**config.mk**
```make
export PLATFORM = sky130hd
export DESIGN_NAME = lbrs_ram
export DESIGN_NICKNAME = d
export VERILOG_FILES = /design/src/rtl/lbrs_ram.sv
export SDC_FILE = /design/constraint.sdc
export NUM_CORES = 2
export LEC_CHECK = 0
export ABC_AREA = 1
export BUFFER_PORTS_ARGS = -buffer_cell sky130_fd_sc_hd__buf_2
export CAP_MARGIN = 20
export CORE_ASPECT_RATIO = 1.5
export CORE_MARGIN = 8
export CORE_UTILIZATION = 57
export CTS_BUF_LIST = sky130_fd_sc_hd__clkbuf_16
export CTS_CLUSTER_SIZE = 14
export DETAILED_ROUTE_END_ITERATION = 12
export PLACE_DENSITY_LB_ADDON = 0.25
export SLEW_MARGIN = 10
export SYNTH_ARGS = -nofsm -noshare
export SYNTH_HDL_FRONTEND = slang
export SYNTH_SLANG_ARGS = --single-unit
```
**constraint.sdc**
```tcl
create_clock -name clock -period 2.2 [get_ports clock]
set_clock_uncertainty 0.05 [all_clocks]
set_input_delay 0.66 -clock clock [delete_from_list [all_inputs] [get_ports clock]]
set_output_delay 0.66 -clock clock [all_outputs]
set_load 0.02 [all_outputs]
```
**src/rtl/lbrs_ram.sv**
```systemverilog
module lbrs_ram #(
   parameter int unsigned WIDTH = 10,
   parameter int unsigned DEPTH = 256
) (
   input  logic                     clock,
   input  logic                     wr_en,
   input  logic [$clog2(DEPTH)-1:0] wr_addr,
   input  logic [WIDTH-1:0]         wr_data,
   input  logic                     rd_en,
   input  logic [$clog2(DEPTH)-1:0] rd_addr,
   output logic [WIDTH-1:0]         rd_data
);

   logic [WIDTH-1:0] mem [DEPTH];
   logic [WIDTH-1:0] rd_data_ff;

   always_ff @(posedge clock) begin
      if (wr_en) begin
         mem[wr_addr] <= wr_data;
      end
      if (rd_en) begin
         rd_data_ff <= mem[rd_addr];
      end
   end

   assign rd_data = rd_data_ff;

endmodule

```
After elaboration in Yosys (flattened, before gate mapping)
Memory sizes are Yosys's and may differ from the RTL's. A register that Yosys moved wholly into a read port is not among the register bits.
Cells that the tools add are included.
{ "word_totals": {"reg_bits": 0, "latch_bits": 0, "ramBits": 2560, "romBits": 0, "input_bits": 29, "output_inout_bits": 10, "memories": 1} }
{ "op_classes": {"addsub": 0, "n_mul": 0, "n_div": 0, "n_lt_le_gt_ge": 0, "eq_ne": 0, "shifts": 0, "n_mux": 2, "bitwise": 0, "n_reduce_logical": 0} }
{ "mem_list": {"columns": ["memory", "depth", "word_bits", "read_ports", "rd_ports_with_merged_regs", "write_ports", "line_no", "source"], "rows": [
  ["mem", 256, 10, 1, 1, 1, "14", "logic [WIDTH-1:0] mem [DEPTH];"]
]} }
{ "op_table": {"columns": ["op", "n"], "rows": [
  ["$mux W1", 2]
]} }

Depth between registers and ports, before layout
{ "logic_depth": {"depth_word": 2, "depth_mapped": 14, "depth_no_buf": 11} }

Least setup slack after synthesis
OpenSTA, ideal clock, no wires.
{ "synth_timing": {"path_kind": "input -> register", "from": "input port wr_en", "to": "memory mem[162][0] (enable)", "setup_ns": 0.376, "arrival_time_ns": 1.864, "setup_slack_ns": -0.090, "path_stages": 4, "path_cell_list": "clkbuf_1 nand3_1 clkbuf_1 nor2_1"} }
{ "synth_via": {"elab_chain_len": 2} }
{ "synth_lines": {"columns": ["item", "line_no", "source"], "rows": [
  ["from (decl)", "6", "input logic wr_en,"],
  ["$mux W1", "18", "if (wr_en) begin"],
  ["$mux W1 (not written as such)", "19", "mem[wr_addr] <= wr_data;"],
  ["to (decl)", "14", null]
]} }
Every way passes these cells.

Final worst setup path
{ "layout_timing": {"from": "register rd_data_ff[4], in the netlist rd_data[4] (read register of mem)", "to": "output port rd_data[4]"} }
{ "layout_rtl": {"columns": ["item", "line_no", "source"], "rows": [
  ["from (decl)", "15", "logic [WIDTH-1:0] rd_data_ff;"],
  ["to (decl)", "11", "output logic [WIDTH-1:0] rd_data"]
]} }
No word-level cell between the ends.

==> run summary <==
Post-Synth Adder-Cell Area: 0%
WP data arrival: 1.72 ns
largest family of logic cells by synthesized area: simple AND/OR/NAND/NOR gates
first-pass GRT wire length: 438000 um
Ports: 39
min Tclk post-route: 2.43 ns
maximum VDD drop: 0.694 mV
Compound-Gate Fraction of Synth Area: 0%
critical path class: flip-flop to primary output
simple-gate share of the synthesized area: 22.7%
total grt overflow: 0
crit path launch: rd_data[4]
cell taking the most area after synthesis: edfxtp_1
largest net degree at the start of global routing: 99
CP Buf/Inv Count: 1
vias in the first global route: 70000
DRC: 0
CP Capture Type: primary output
Hold Path Origin: wr_data[0]
violated checks: negative setup slack
Post-Syn Nets: 8685
period utilization: 111%
Yosys reg bits: 2570
Highest Clock Rate: 411 MHz
DP Area: 113000 um^2
Total Power: 98.5 mW
share of cells above drive strength 1: 13.1%
Slew Limit Headroom: 51.3%
Synth top area share: 74.3%
max_cap viols: 0
Synth cell types: 11
RSZ-0062 raised after global routing: yes
synthesized area per cell: 12.0 um^2
Die ar.: 196000 um^2
Setup violations, final: 7
register area share after synthesis: 74.3%
first drt pass iteration count: 7
Net count, final: 9201
CTS clk-pin slew, worst paths: 0.06 ns
All-Layer GR Usage: 29.7%
Syn. warnings: 0
Final ANT Viol Nets: 0
worst reg2reg setup slack: 0.08 ns
htree depth: 4
area of the multi-input gates: 23900 um^2
PortBufs: 38
crit start category: flip-flop
fillers: 12900
Clock Sinks: 2570
initial antenna violation count: 11
Synth area leaders: edfxtp_1 74%, nand3_1 12%, nand2_1 9.6%
Final Routed Wirelength: 299000 um
setup ws final: -0.232 ns
via count: 71700
Slew Limit Fails: 0
worst skew pair latency: 0.88 ns
CP max stage delay: 0.61 ns
status: finished with violations
GP Congestion: 0.961
critical-path cell list: buf_6
CP required: 1.49 ns
crit-path max FO: 1
commonest non-fill, non-tap cells in the layout: 2633 x nand2_1, 2570 x edfxtp_1, 2478 x nand3_1, 636 x buf_4, 283 x nor2_1
Die Wd: 364 um
FP Rows: 192
DP HPWL: 191000 um
Core ar.: 182000 um^2
starting DRC count in detailed routing: 9490
Avg WL per Cell: 25.4 um
Worst-Margin Slew: 0.730 ns
PD cells: 819 nW/um^2
Die Y: 539 um
Hold Violations, Final: 0
FF/Latch Area: 77200 um^2
Pleak: 43.5 nW
TritonCTS Buffers: 230
Area Growth Syn to Fin: 15.9%
Syn Std Cell Area: 104000 um^2
Starting Density: 57.2%
R2R Path Start: mem[143][2]
Worst path slowest cell: edfxtp_1
mux cell area share after synthesis: 0%
post-route cell area: 120000 um^2
delay-heaviest family, CP: flip-flops
post-synthesis xor/xnor area fraction: 0%
Post-Syn Instances: 8656
worst hold-check path type: input port to flip-flop
Clock Root Buffer: clkbuf_16
commonest non-fill, non-tap cell in the layout: nand2_1
Via density: 6.10
CTS max path bufs: 4
TritonCTS clock tree: yes
area by class of cell:
class	instances	area share [%]
tap	2425	2.52
multi-input combinational	5451	19.9
inverter	39	0.153
clock buffer	232	4.82
sequential	2570	64.1
timing repair buffer	880	7.70
clock inverter	162	0.808
antenna	7	0.0146
cells in the mapped netlist:
cell	number
buf_4	60
nand2_1	2645
nor2_1	283
clkbuf_1	139
buf_1	63
inv_1	33
nand3_1	2523
inv_2	4
clkinv_1	2
buf_2	334
edfxtp_1	2570
flip-flops by register name (all words and copies together), names as in the netlist:
signal   flops
rd_data     10
mem       2560
cell families after synthesis:
family	count (synthesis)
and+or+nand+nor	5451
DFF	2570
buffers and inverters	635
power breakdown:
part,leakage [nW],internal [mW],switching (mW)
clock network,3.59,20.2,17.0
logic,16.8,2.25,5.03
registers,23.1,54.0,0.0634
total,43.5,76.4,22.1
final timing paths:
check / to / depth (start not counted)
worst max-delay path: rd_data[4] / 1
worst min-delay path: mem[84][0] / 1
worst max register to register: rd_data[2] / 11
worst min register to register: rd_data[6] / 10
layer usage:
layer,GRT usage [%],wire length (um),share of wire (%)
met5,0,34,0.011
met4,17.3,20600,6.9
met3,4.70,27500,9.2
met2,49.8,148000,50
met1,36.5,103000,34
through the flow:
step	cells	worst slack, ns	hold slack (ns)	TNS [ns]	util, %
2_1_floorplan	8656	-0.0902	0.709	-24.78	-
5_1_grt	11800	-0.235	0.0190	-0.972	66.3
3_5_place_dp	11400	-1.14	0.854	-29.31	62.2
3_3_place_gp	11400	-1.12	0.855	-21.32	62.2
6_report	11800	-0.232	0.0388	-0.902	66.3
4_1_cts	11800	-0.260	0.000807	-1.01	66.1
what timing repair did:
action	CTS	global route
hold buffers	1	0
setup buffers	4	2
endpoints found under the hold margin	3	0
cloned	1	5
pin swaps	1	3
resized for setup	57	40
endpoints found under the setup margin	17	18
Note: power is estimated with default switching activity, not from simulation.
